==> config.mk <==
export PLATFORM = sky130hd
export DESIGN_NAME = esh_ctrl
export DESIGN_NICKNAME = d
export VERILOG_FILES = /design/src/rtl/core/esh_pkg.sv /design/src/rtl/core/esh_ctrl.sv
export SDC_FILE = /design/constraint.sdc
export NUM_CORES = 1
export LEC_CHECK = 0
export ABC_CLOCK_PERIOD_IN_PS = 1600
export BUFFER_PORTS_ARGS = -buffer_cell sky130_fd_sc_hd__buf_4
export CORE_MARGIN = 1
export CORE_UTILIZATION = 25
export DETAILED_ROUTE_END_ITERATION = 6
export PLACE_DENSITY = 0.58
export SLEW_MARGIN = 5
export SYNTH_ARGS = -nofsm -noshare
export SYNTH_HDL_FRONTEND = slang
export SYNTH_SLANG_ARGS = --single-unit
==> constraint.sdc <==
create_clock -name i_clk -period 1.6 [get_ports i_clk]
set_input_delay 0.08 -clock i_clk [delete_from_list [all_inputs] [get_ports i_clk]]
set_output_delay 0.08 -clock i_clk [all_outputs]
set_load 0.1 [all_outputs]
==> src/rtl/core/esh_pkg.sv <==
`timescale 1ns / 1ps

package esh_pkg;

    localparam int CFG_REGS = 8;
    localparam int CFG_ADDR_BITS = 5;
    localparam int SCALE_FRAC = 20;

    localparam logic [2:0] REG_X_MIN = 3'd0;
    localparam logic [2:0] REG_Y_MIN = 3'd1;
    localparam logic [2:0] REG_X_SCALE = 3'd2;
    localparam logic [2:0] REG_Y_SCALE = 3'd3;
    localparam logic [2:0] REG_ITER_LIMIT = 3'd4;
    localparam logic [2:0] REG_RADIUS_SQ = 3'd5;
    localparam logic [2:0] REG_ACT_WIDTH = 3'd6;
    localparam logic [2:0] REG_ACT_HEIGHT = 3'd7;

    localparam logic signed [31:0] RST_X_MIN = -32'sd536870912;
    localparam logic signed [31:0] RST_Y_MIN = -32'sd402653184;
    localparam logic [31:0] RST_X_SCALE = 32'd89478485;
    localparam logic [31:0] RST_Y_SCALE = 32'd89478485;
    localparam logic [9:0] RST_ITER_LIMIT = 10'd500;
    localparam logic [30:0] RST_RADIUS_SQ = 31'd1073741824;
    localparam logic [8:0] RST_ACT_WIDTH = 9'd256;
    localparam logic [8:0] RST_ACT_HEIGHT = 9'd256;

    localparam logic ACTION_TRACE = 1'b0;
    localparam logic ACTION_READ = 1'b1;

    typedef struct packed {
        logic signed [31:0] x_min;
        logic signed [31:0] y_min;
        logic [31:0] x_scale;
        logic [31:0] y_scale;
        logic [9:0] iter_limit;
        logic [30:0] radius_sq;
        logic [8:0] act_width;
        logic [8:0] act_height;
    } t_cfg;

    typedef enum logic [3:0] {
        ST_CLEAR,
        ST_IDLE,
        ST_MUL,
        ST_STEP,
        ST_RMUL,
        ST_RSTEP,
        ST_BMUL,
        ST_BIN,
        ST_RD,
        ST_WR,
        ST_FIN,
        ST_RRD,
        ST_RFIN
    } t_state;

    typedef struct packed {
        logic in_ready;
        logic load;
        logic mul;
        logic esc_step;
        logic rep_init;
        logic rep_step;
        logic bin_mul;
        logic bin_calc;
        logic mem_wr;
        logic clr;
        logic out_trace;
        logic out_read;
    } t_cmd;

    typedef struct packed {
        logic is_read;
        logic esc_cont;
        logic escaped;
        logic rep_done;
        logic clr_done;
        logic out_free;
    } t_status;

endpackage

==> src/rtl/core/esh_ctrl.sv <==
`timescale 1ns / 1ps

module esh_ctrl (
    input  logic             i_clk,
    input  logic             i_rst_n,
    input  logic             i_in_valid,
    input  esh_pkg::t_status i_status,
    output esh_pkg::t_cmd    o_cmd
);
    import esh_pkg::*;

    t_state r_state;
    t_state n_state;

    always_ff @(posedge i_clk) begin
        if (!i_rst_n) begin
            r_state <= ST_CLEAR;
        end else begin
            r_state <= n_state;
        end
    end

    always_comb begin
        n_state = r_state;
        o_cmd = '0;
        case (r_state)
            ST_CLEAR: begin
                o_cmd.clr = 1'b1;
                if (i_status.clr_done) begin
                    n_state = ST_IDLE;
                end
            end
            ST_IDLE: begin
                o_cmd.in_ready = 1'b1;
                if (i_in_valid) begin
                    o_cmd.load = 1'b1;
                    n_state = i_status.is_read ? ST_RRD : ST_MUL;
                end
            end
            ST_MUL: begin
                o_cmd.mul = 1'b1;
                n_state = ST_STEP;
            end
            ST_STEP: begin
                if (i_status.esc_cont) begin
                    o_cmd.esc_step = 1'b1;
                    n_state = ST_MUL;
                end else if (i_status.escaped) begin
                    o_cmd.rep_init = 1'b1;
                    n_state = ST_RMUL;
                end else begin
                    n_state = ST_FIN;
                end
            end
            ST_RMUL: begin
                o_cmd.mul = 1'b1;
                n_state = ST_RSTEP;
            end
            ST_RSTEP: begin
                o_cmd.rep_step = 1'b1;
                n_state = ST_BMUL;
            end
            ST_BMUL: begin
                o_cmd.bin_mul = 1'b1;
                n_state = ST_BIN;
            end
            ST_BIN: begin
                o_cmd.bin_calc = 1'b1;
                n_state = ST_RD;
            end
            ST_RD: begin
                n_state = ST_WR;
            end
            ST_WR: begin
                o_cmd.mem_wr = 1'b1;
                n_state = i_status.rep_done ? ST_FIN : ST_RMUL;
            end
            ST_FIN: begin
                if (i_status.out_free) begin
                    o_cmd.out_trace = 1'b1;
                    n_state = ST_IDLE;
                end
            end
            ST_RRD: begin
                n_state = ST_RFIN;
            end
            ST_RFIN: begin
                if (i_status.out_free) begin
                    o_cmd.out_read = 1'b1;
                    n_state = ST_IDLE;
                end
            end
            default: begin
                n_state = ST_IDLE;
            end
        endcase
    end

endmodule

==> results.py <==
metrics = {
    "yosys": {
        "synth_top_cell_by_area": "dfxtp_1",
        "ys_seq_elements": 4,
        "yosys_warnings": 0,
        "ys_async_sr_fraction": 0,
        "netlist_top_cells_area": "dfxtp_1, nand2b_1, nand2_1, nor2_1, o221a_2",
        "syn-num-nets": 73,
        "netlist_instances": 64,
        "ys.flop_type": "dfxtp_1",
        "avgSynthCellArea_um2": 7.16,
        "ys_seq_area_frac": 0.175,
        "synth.top_cell.area_share": 0.175,
        "ys_top_cells_by_count": "nand2_1, nor2_1, nand2b_1",
        "yosysMostFrequentCell": "nand2_1",
        "synth_edf_count": 0,
        "synthesis.area_um2": 458,
        "yosysUniqueCellTypes": 30,
    },
    "power": {
        "power_switching_mw": 0.210,
        "vdd_drop_max_v": 0.000407,
        "power_mw": 0.489,
        "power_leakage_nw": 0.314,
        "pwr-share-seq": 0.246,
        "clkPwrFrac": 0.289,
        "sw_frac_of_total": 0.430,
        "power_density_mw_per_mm2": 627,
        "combPwrFrac": 0.465,
        "p_int_mw": 0.278,
    },
    "layout": {
        "nFillCells": 188,
        "nets": 96,
        "reg_top3": "r_state: 4 flops",
        "syn_to_final_growth_pct": 70.2,
        "final_util": 0.451,
        "largest_reg_flops": 4,
        "final_cell_area_um2": 779,
        "diodes": 0,
        "largest-register": "r_state",
        "layout-drive-gt1-share": 0.558,
        "final_cells": 111,
    },
    "timing": {
        "fin_skew_ps": 2.26,
        "worstMarginPinSlew_ps": 435,
        "finalCriticalPeriod_ps": 1490,
        "max_freq_mhz": 670,
        "setup_violations": 0,
        "slew_headroom": 0.708,
        "hold_violations": 0,
        "period_share": 0.933,
        "finalMaxSlewViolations": 0,
        "rsz0062_at_grt": "false",
    },
    "critical_path": {
        "cp-end-kind": "output pin",
        "critPathRequiredTime_ps": 1520,
        "critical_path_class": "reg -> out",
        "critPathArrivalTime_ps": 1410,
        "slowest_delay_ps": 490,
        "path_cells": "nand2_2 -> nor4_4 -> buf_6",
        "crit_family": "flip-flops",
        "path_buf_inv": 1,
        "startpoint_type": "flop",
        "path_max_fanout": 18,
        "crit_slowest_cell": "dfxtp_4",
    },
    "die": {
        "pin_count": 21,
        "die_w_um": 44.8,
        "core_area_mm2": 0.00173,
        "dieArea_mm2": 0.00201,
        "die_h_um": 44.8,
        "start_util": 0.265,
        "rows": 15,
    },
    "outcome": {
        "status": "completed",
    },
    "placed_design": {
        "port_buffers": 20,
        "place_area_um2": 738,
        "dp_cells": 107,
        "dp_hpwl_um": 982,
        "gp_congestion": 0.784,
    },
    "global_routing": {
        "grt_overflow": 0,
        "globalRouteTotalUtil": 0.145,
        "grt_pass1_wl_mm": 2.11,
        "grt_max_degree": 19,
        "antenna_found_initial": 0,
        "first_global_vias": 472,
    },
    "clock_network": {
        "htree_levels": 1,
        "clkSinkCount": 4,
        "tritoncts": "yes",
        "clk_pin_slew_ps": 40,
        "cts-root-buf": "clkbuf_4",
        "post_cts_buffers": 0,
        "clk_latency_ps": 240,
        "max-clock-path-buffers": 2,
        "numCtsBuffers": 3,
    },
    "drt": {
        "drtIter0Drc": 5,
        "ant_nets": 0,
        "drt_wl_total_mm": 1.34,
        "drt_pass1_iterations": 4,
        "vias_per_cell": 5.03,
        "drc": 0,
        "num_vias": 558,
        "wl_per_cell_um": 12.1,
    },
    "worst_hold_path": {
        "hp-class": "in -> reg",
    },
    "job": {
        "maxCapViolCount": 0,
    },
}
cells in the final DEF, fill, tap and decap left out, drive strengths merged:
cell type  count
nor3b          1
a211oi         2
inv            3
and4b          1
nor4b          1
nor4           2
dfxtp          4
and4           1
nand2b         5
nor2           6
nand3b         2
and2           1
o21ai          4
o31ai          1
nor2b          1
nor4bb         1
o22ai          1
buf           24
a21o           1
a21oi          2
nor3           3
o221a          2
clkbuf         4
o32ai          1
a41oi          1
a21boi         2
xnor2          1
a2111oi        1
nand2          7
worst min-delay path, stage by stage:
cell     delay [ps]
buf_4           110
nand2_1          40
o21ai_0          60
through the flow:
stage / worst slack [ps] / setup TNS, ps / hold WS (ps)
floorplan: -369 / -1290 / 188
global placement: 170 / 0 / 331
detailed placement: 155 / 0 / 332
CTS: 7.87 / 0 / 81.8
global route: 37.4 / 0 / 97.5
finish: 108 / 0 / 93.8
layout make-up:
type | count | area, µm² | share of cell area
inverter | 3 | 11.3 | 0.0144
tap | 25 | 31.3 | 0.0401
sequential | 4 | 90.1 | 0.116
timing repair buffer | 24 | 188 | 0.241
clock buffer | 4 | 26.3 | 0.0337
multi-input combinational | 51 | 433 | 0.555
layer usage:
| metal | up-vias | share of wire | GRT usage | wire length, µm |
|---|---|---|---|---|
| li1 | 284 | - | - | - |
| met1 | 259 | 0.49 | 0.194 | 652 |
| met2 | 15 | 0.48 | 0.232 | 642 |
| met3 | 0 | 0.032 | 0.0480 | 43 |
| met4 | 0 | 0 | 0.0182 | 0 |
| met5 | - | 0 | 0 | 0 |
power groups by stage:
stage | Combinational, mW | Clock [mW] | Sequential (mW)
2_1_floorplan | 0.193 | 0 | 0.108
3_3_place_gp | 0.227 | 0 | 0.122
3_5_place_dp | 0.227 | 0 | 0.122
4_1_cts | 0.228 | 0.150 | 0.119
5_1_grt | 0.240 | 0.161 | 0.122
6_report | 0.227 | 0.141 | 0.120
worst paths after layout:
check	slack, ps	start	cells past startpoint	to
worst max-delay path	110	r_state[3]	3	o_cmd[0]
worst max register to register	280	r_state[2]	4	r_state[0]
worst min register to register	670	r_state[2]	1	r_state[2]
worst min-delay path	90	i_rst_n	3	r_state[3]
what timing repair did:
| item | in CTS | in global routing |
|---|---|---|
| endpoints found under the setup margin | 2 | 6 |
| gates resized for setup | 2 | 4 |
| hold buffers | 0 | 0 |
cells by family after synthesis:
family	share of synthesized area
XOR/XNOR	0.0191
AND/OR/NAND/NOR	0.407
AO/OA/AOI/OAI	0.298
buffers and inverters	0.101
flip-flops	0.175
Power figures use the tool's default switching activity.
