File: config.mk
export PLATFORM = sky130hd
export DESIGN_NAME = esh_regs
export DESIGN_NICKNAME = d
export VERILOG_FILES = /design/src/rtl/core/esh_pkg.sv /design/src/rtl/core/esh_regs.sv
export SDC_FILE = /design/constraint.sdc
export NUM_CORES = 1
export LEC_CHECK = 0
export ABC_AREA = 0
export BUFFER_PORTS_ARGS = -buffer_cell sky130_fd_sc_hd__buf_2
export CORE_ASPECT_RATIO = 0.75
export CORE_MARGIN = 5
export CORE_UTILIZATION = 45
export DETAILED_ROUTE_END_ITERATION = 8
export PLACE_DENSITY = 0.82
export SLEW_MARGIN = 10
export SYNTH_ARGS = -nofsm -noshare
export SYNTH_HDL_FRONTEND = slang
export SYNTH_SLANG_ARGS = --single-unit
File: constraint.sdc
create_clock -name i_clk -period 1.7 [get_ports i_clk]
set_input_delay 0.34 -clock i_clk [delete_from_list [all_inputs] [get_ports i_clk]]
set_output_delay 0.34 -clock i_clk [all_outputs]
set_load 0.005 [all_outputs]
File: src/rtl/core/esh_pkg.sv
`timescale 1ns / 1ps

package esh_pkg;

    localparam int CFG_REGS = 8;
    localparam int CFG_ADDR_BITS = 5;
    localparam int SCALE_FRAC = 20;

    localparam logic [2:0] REG_X_MIN = 3'd0;
    localparam logic [2:0] REG_Y_MIN = 3'd1;
    localparam logic [2:0] REG_X_SCALE = 3'd2;
    localparam logic [2:0] REG_Y_SCALE = 3'd3;
    localparam logic [2:0] REG_ITER_LIMIT = 3'd4;
    localparam logic [2:0] REG_RADIUS_SQ = 3'd5;
    localparam logic [2:0] REG_ACT_WIDTH = 3'd6;
    localparam logic [2:0] REG_ACT_HEIGHT = 3'd7;

    localparam logic signed [31:0] RST_X_MIN = -32'sd536870912;
    localparam logic signed [31:0] RST_Y_MIN = -32'sd402653184;
    localparam logic [31:0] RST_X_SCALE = 32'd89478485;
    localparam logic [31:0] RST_Y_SCALE = 32'd89478485;
    localparam logic [9:0] RST_ITER_LIMIT = 10'd500;
    localparam logic [30:0] RST_RADIUS_SQ = 31'd1073741824;
    localparam logic [8:0] RST_ACT_WIDTH = 9'd256;
    localparam logic [8:0] RST_ACT_HEIGHT = 9'd256;

    localparam logic ACTION_TRACE = 1'b0;
    localparam logic ACTION_READ = 1'b1;

    typedef struct packed {
        logic signed [31:0] x_min;
        logic signed [31:0] y_min;
        logic [31:0] x_scale;
        logic [31:0] y_scale;
        logic [9:0] iter_limit;
        logic [30:0] radius_sq;
        logic [8:0] act_width;
        logic [8:0] act_height;
    } t_cfg;

    typedef enum logic [3:0] {
        ST_CLEAR,
        ST_IDLE,
        ST_MUL,
        ST_STEP,
        ST_RMUL,
        ST_RSTEP,
        ST_BMUL,
        ST_BIN,
        ST_RD,
        ST_WR,
        ST_FIN,
        ST_RRD,
        ST_RFIN
    } t_state;

    typedef struct packed {
        logic in_ready;
        logic load;
        logic mul;
        logic esc_step;
        logic rep_init;
        logic rep_step;
        logic bin_mul;
        logic bin_calc;
        logic mem_wr;
        logic clr;
        logic out_trace;
        logic out_read;
    } t_cmd;

    typedef struct packed {
        logic is_read;
        logic esc_cont;
        logic escaped;
        logic rep_done;
        logic clr_done;
        logic out_free;
    } t_status;

endpackage

File: src/rtl/core/esh_regs.sv
`timescale 1ns / 1ps

module esh_regs (
    input  logic        i_clk,
    input  logic        i_rst_n,
    input  logic        psel,
    input  logic        penable,
    input  logic        pwrite,
    input  logic [4:0]  paddr,
    input  logic [31:0] pwdata,
    output logic [31:0] prdata,
    output logic        pready,
    output esh_pkg::t_cfg o_cfg
);
    import esh_pkg::*;

    t_cfg r_cfg;
    logic [2:0] w_idx;
    logic w_wr;

    assign w_idx = paddr[4:2];
    assign w_wr = psel && penable && pwrite;
    assign pready = 1'b1;
    assign o_cfg = r_cfg;

    always_ff @(posedge i_clk) begin
        if (!i_rst_n) begin
            r_cfg.x_min <= RST_X_MIN;
            r_cfg.y_min <= RST_Y_MIN;
            r_cfg.x_scale <= RST_X_SCALE;
            r_cfg.y_scale <= RST_Y_SCALE;
            r_cfg.iter_limit <= RST_ITER_LIMIT;
            r_cfg.radius_sq <= RST_RADIUS_SQ;
            r_cfg.act_width <= RST_ACT_WIDTH;
            r_cfg.act_height <= RST_ACT_HEIGHT;
        end else if (w_wr) begin
            case (w_idx)
                REG_X_MIN: r_cfg.x_min <= pwdata;
                REG_Y_MIN: r_cfg.y_min <= pwdata;
                REG_X_SCALE: r_cfg.x_scale <= pwdata;
                REG_Y_SCALE: r_cfg.y_scale <= pwdata;
                REG_ITER_LIMIT: r_cfg.iter_limit <= pwdata[9:0];
                REG_RADIUS_SQ: r_cfg.radius_sq <= pwdata[30:0];
                REG_ACT_WIDTH: r_cfg.act_width <= pwdata[8:0];
                REG_ACT_HEIGHT: r_cfg.act_height <= pwdata[8:0];
                default: ;
            endcase
        end
    end

    always_comb begin
        case (w_idx)
            REG_X_MIN: prdata = r_cfg.x_min;
            REG_Y_MIN: prdata = r_cfg.y_min;
            REG_X_SCALE: prdata = r_cfg.x_scale;
            REG_Y_SCALE: prdata = r_cfg.y_scale;
            REG_ITER_LIMIT: prdata = {22'd0, r_cfg.iter_limit};
            REG_RADIUS_SQ: prdata = {1'b0, r_cfg.radius_sq};
            REG_ACT_WIDTH: prdata = {23'd0, r_cfg.act_width};
            REG_ACT_HEIGHT: prdata = {23'd0, r_cfg.act_height};
            default: prdata = 32'd0;
        endcase
    end

endmodule

==> results of run 1 <==
-- area by class of cell --
class	count	area, sq um	share of cell area
Multi-Input combinational cell	750	4550	0.381
Sequential cell	187	3810	0.319
Timing Repair Buffer	372	2590	0.217
Clock buffer	20	467	0.0390
Tap cell	247	309	0.0258
Clock inverter	11	155	0.0130
Inverter	18	67.6	0.00565
-- critical path: cells and delay by family (launching register included) --
family / cells / cell delay, ns
multiplexers: 1 / 0.27
AO/OA/AOI/OAI: 2 / 0.45
buffers and inverters: 1 / 0.13
flip-flops: 1 / 0.34
AND/OR/NAND/NOR: 1 / 0.08
-- metrics by stage --
stage	hold WS, ns	setup TNS (ns)	instance area, sq um	setup WS (ns)
detailed placement	0.457	-15.09	10400	-0.281
global route	0.171	-4.88	12000	-0.390
global placement	0.455	-10.67	10400	-0.264
CTS	0.166	-3.83	11700	-0.341
floorplan	0.461	0	8570	0.0237
finish	0.185	-3.58	12000	-0.328
-- logic make-up (layout without fill, tap and decap cells) --
group | after synthesis | count (layout) | synth area share
AND/OR/NAND/NOR | 458 | 458 | 0.221
AO/OA/AOI/OAI | 242 | 242 | 0.202
flip-flops | 187 | 187 | 0.437
buffers and inverters | 109 | 421 | 0.0664
multiplexers | 49 | 49 | 0.0740
other | 1 | 1 | 0.000437
-- what timing repair did --
| action | 4_1_cts | 5_1_grt |
|---|---|---|
| endpoints found under the setup margin | 32 | 32 |
| setup buffers | 31 | 16 |
| resized for setup | 117 | 69 |
| gates cloned | 3 | 1 |
| pin swaps | 20 | 22 |
-- per-layer routing --
metal  wire length (um)  part of all wire
met5                  0                 0
met1              12600              0.39
met4                974             0.031
met3               3750              0.12
met2              14600              0.46
-- cell usage in the layout, fill, tap and decap left out, types with 6 or more instances in the layout --
cell	synthesis	final
a22o_1	10	10
nor2_4	4	8
mux2i_1	33	29
buf_4	16	76
o21ai_0	46	27
nand2_1	369	368
buf_12	0	19
a221oi_2	0	6
mux4_2	11	11
nor2_1	18	13
inv_1	18	9
clkbuf_16	0	19
dfxtp_1	187	132
buf_2	44	254
nand3_1	41	41
dfxtp_2	0	55
inv_2	0	9
a21boi_0	46	46
buf_6	6	12
o21ai_1	0	14
a21boi_1	97	97
-- power by group --
part	total, mW	switching, mW	internal (mW)
combinational	0.996	0.530	0.466
sequential	4.45	0.0318	4.42
clock	4.21	1.76	2.45
total	9.65	2.32	7.33
-- worst max path at each step --
stage                         start          to  slack, ns  cells past startpoint
after floorplan            paddr[3]  prdata[16]       0.02                      5
after global placement     paddr[3]  prdata[17]      -0.26                      6
after detailed placement   paddr[3]  prdata[17]      -0.28                      6
after CTS                  o_cfg[5]   prdata[5]      -0.34                      5
after global routing      o_cfg[23]   prdata[5]      -0.39                      5
final                      o_cfg[5]   prdata[5]      -0.33                      5
==> results.cfg, run 1 <==
[run_status]
status = complete, but fails checks
violations = setup timing

[global_route]
gr-max-usage-layer = met2
antenna_found_initial = 0
grt_pass1_wl_mm = 48.3
grt-ovfl-total = 0
grt_max_degree = 108
grt_pass1_vias = 8768
track_usage = 0.281
met1_usage = 0.360
grtUsageMet2 = 0.448
grt_use_met3 = 0.0784

[final_layout]
largest_reg_flops = 187
nNetsFinal = 1388
fillers = 1527
stdcell_count = 1605
drive_gt1_frac = 0.396
fin_util = 0.642
n_antenna_cell = 0
syn_to_final_growth_pct = 39.5

[place]
gp_congestion = 0.842
hpwlAfterDp_mm = 20.7
port_buffers = 258
dp.cells = 1528

[timing]
worst_pin_slew_ns = 0.504
setup_violations = 25
layout_min_cycle_time_ns = 2.03
grt_setup_unrepaired = yes
final.setup_skew_ns = 0
timing.fmax_mhz = 493
slew-limit-headroom = 0.664
slew_viol_final = 0
layout_setup_ws_ns = -0.328
period_share = 1.19
hold_viol = 0

[yosys]
synth_top_area_cell = dfxtp_1
yosysMostFrequentCell = nand2_1
synth-main-ff-cell = dfxtp_1
netlist_area_sq_um = 8570
yosysTopAreaCellShare = 0.437
synth_cell_types = 41
ys_warn_count = 0
syn_avg_cell_area_sq_um = 8.20
synth_seq_area_share = 0.437
synth_common_cells = nand2_1 (369), dfxtp_1 (187), a21boi_1 (97), a21boi_0 (46), o21ai_0 (46)
synth.net_count = 1088
netlist_instances = 1046
yosys-top-cells-area = dfxtp_1 (44%), nand2_1 (16%), a21boi_1 (8.5%)
ys_seq_elements = 187
async_reset_ff_frac = 0
synth_edf_count = 0

[floorplanning]
core_area_sq_um = 18600
dieArea_sq_um = 21900
num_io_pins = 262
die-height_um = 130
die_w_um = 169
row_count = 43
initial_core_util = 0.461

[clock_network]
cts_made_buffers = 17
cts_tree = done
clockBufferDepth = 2
hold_buffers = 0
cts.clk_slew.worst_paths_ns = 0.07
cts.sinks = 187
cts-root-buf = clkbuf_16
clk_latency_ns = 0.43
htreeDepth = 4

[setup_path]
crit_chain = mux2_2 -> a22o_1 -> a221oi_2 -> nor2_1 -> buf_2
critPathMaxFanout = 3
worst-endpoint-arrival_ns = 1.69
crit_required_ns = 1.36
critPathLaunchType = flip-flop
r2r_end = o_cfg[186]
worstSetupPathType = flip-flop to output port
crit_path_top_delay_cell = dfxtp_2
r2r_cells = 4
cpPeakStageDelay_ns = 0.34
endpoint_kind = output port
r2r_slack_ns = 0.87
r2r_start = o_cfg[186]

[drt]
route.detailed.drc = 0
wire_per_inst_um = 19.9
routed_wl_mm = 31.9
via_per_inst = 5.72
drt_iter0_drc = 1132
via_count = 9183
postRouteAntennaNets = 0
first_pass_iters = 5

[flow_run]
cap_violations = 0

[worst_hold_path]
holdPathEnd = o_cfg[181]
min_from = pwdata[26]
hold_depth = 3
hold_class = input pin to flip-flop

[power_and_ir_drop]
p_leak_nw = 5.18
p_per_area_nw_per_um2 = 807
p_total_mw = 9.65
vdd_drop_max_mv = 0.583
Power figures use the tool's default switching activity.
==> run 2, diff against run 1 <==
PLACE_DENSITY = 0.71   (was 0.82)
==> results.cfg, run 2 (synthesized netlist as in run 1, its figures left out) <==
[final_layout]
stdcell_area_sq_um = 11600
largest_reg_flops = 187
nNetsFinal = 1374
final_cell_mix = nand2_1 (369), buf_2 (254), dfxtp_1 (148)
layout_commonest_cell = nand2_1
drive_gt1_frac = 0.372
syn_to_final_growth_pct = 35.8

[run_status]
status = complete, but fails checks
violations = setup timing

[power_and_ir_drop]
p_per_area_nw_per_um2 = 821
p_leak_nw = 5.07
vdd_drop_max_mv = 0.476
p_total_mw = 9.56

[setup_path]
critPathMaxFanout = 2
crit_required_ns = 1.36
worstSetupPathType = flip-flop to output port
endpoint_kind = output port
worst-endpoint-arrival_ns = 1.66
critPathLaunchType = flip-flop

[timing]
grt_setup_unrepaired = yes
final.setup_skew_ns = 0
timing.fmax_mhz = 499
fin_tns_setup_ns = -3.11
slew_viol_final = 0
layout_setup_ws_ns = -0.305
period_share = 1.18
setup_violations = 26
hold_viol = 0
layout_min_cycle_time_ns = 2.00

[place]
place_area_sq_um = 10500
dp_slack_ns = -0.302
gp_congestion = 0.867
hpwlAfterDp_mm = 20.8
port_buffers = 258

[drt]
routed_wl_mm = 30.0
route.detailed.drc = 0
via_count = 8674
via_per_inst = 5.45
drt_iter0_drc = 825
postRouteAntennaNets = 0
first_pass_iters = 5
wire_per_inst_um = 18.8

[clock_network]
hold_buffers = 0
cts_made_buffers = 17
clk_latency_ns = 0.42
cts_tree = done
htreeDepth = 4
cts.sinks = 187
cts-root-buf = clkbuf_16
clockBufferDepth = 2
cts.clk_slew.worst_paths_ns = 0.07

[floorplanning]
die_w_um = 169
row_count = 43
dieArea_sq_um = 21900
num_io_pins = 262
die-height_um = 130
core_area_sq_um = 18600
initial_core_util = 0.461

[global_route]
track_usage = 0.261
grt_max_degree = 58
grt_pass1_wl_mm = 45.3
grt-ovfl-total = 0
antenna_found_initial = 1
grt_pass1_vias = 8077

[worst_hold_path]
hold_class = input pin to flip-flop

[flow_run]
cap_violations = 0
-- run 2: repair_timing --
action,CTS,global route
setup endpoints to repair,32,32
pin swaps,9,17
buffers inserted,8,16
cloned,0,1
resized for setup,34,96
-- run 2: worst max-delay path, stage by stage, from the launching register on --
cell and delay, ns:
dfxtp_2 0.33, mux2_2 0.25, a22o_1 0.19, a221oi_2 0.27, nor2_1 0.07, buf_2 0.13
-- run 2: worst paths after layout --
check	slack [ns]	depth (start not counted)	startpoint	endpoint
worst max-delay path	-0.30	5	o_cfg[23]	prdata[5]
worst min-delay path	0.19	3	pwdata[23]	o_cfg[82]
worst max register to register	0.95	3	o_cfg[3]	o_cfg[3]
worst min register to register	0.46	2	o_cfg[176]	o_cfg[176]
-- run 2: stage by stage --
step           hold slack [ns]  cells  utilization
2_1_floorplan            0.461   1046            -
3_3_place_gp             0.453   1535        0.563
3_5_place_dp             0.461   1535        0.563
4_1_cts                  0.176   1575        0.606
5_1_grt                  0.184   1593        0.625
6_report                 0.193   1593        0.625
-- run 2: final cells by class --
class	count	area (sq um)
fillers	1653	6980
repair buffers	358	2390
clock buffers	20	467
clock inverters	12	158
flip-flops and latches	187	3790
multi-input cells	750	4450
diodes	1	2.50
inverters	18	67.6
well taps	247	309
-- run 2: layer usage --
metal,vias to the layer above,track usage,part of all wire,routed length [um]
li1,4080,-,-,-
met1,4126,0.360,0.43,13000
met2,426,0.412,0.45,13500
met3,42,0.0653,0.10,3060
met4,0,0.0724,0.016,466
met5,-,0,0,0
-- run 2: report_power, final --
group | total, mW | switching (mW) | internal, mW
Sequential | 4.45 | 0.0315 | 4.42
Combinational | 0.918 | 0.497 | 0.420
Clock | 4.19 | 1.74 | 2.45
Total | 9.56 | 2.27 | 7.29
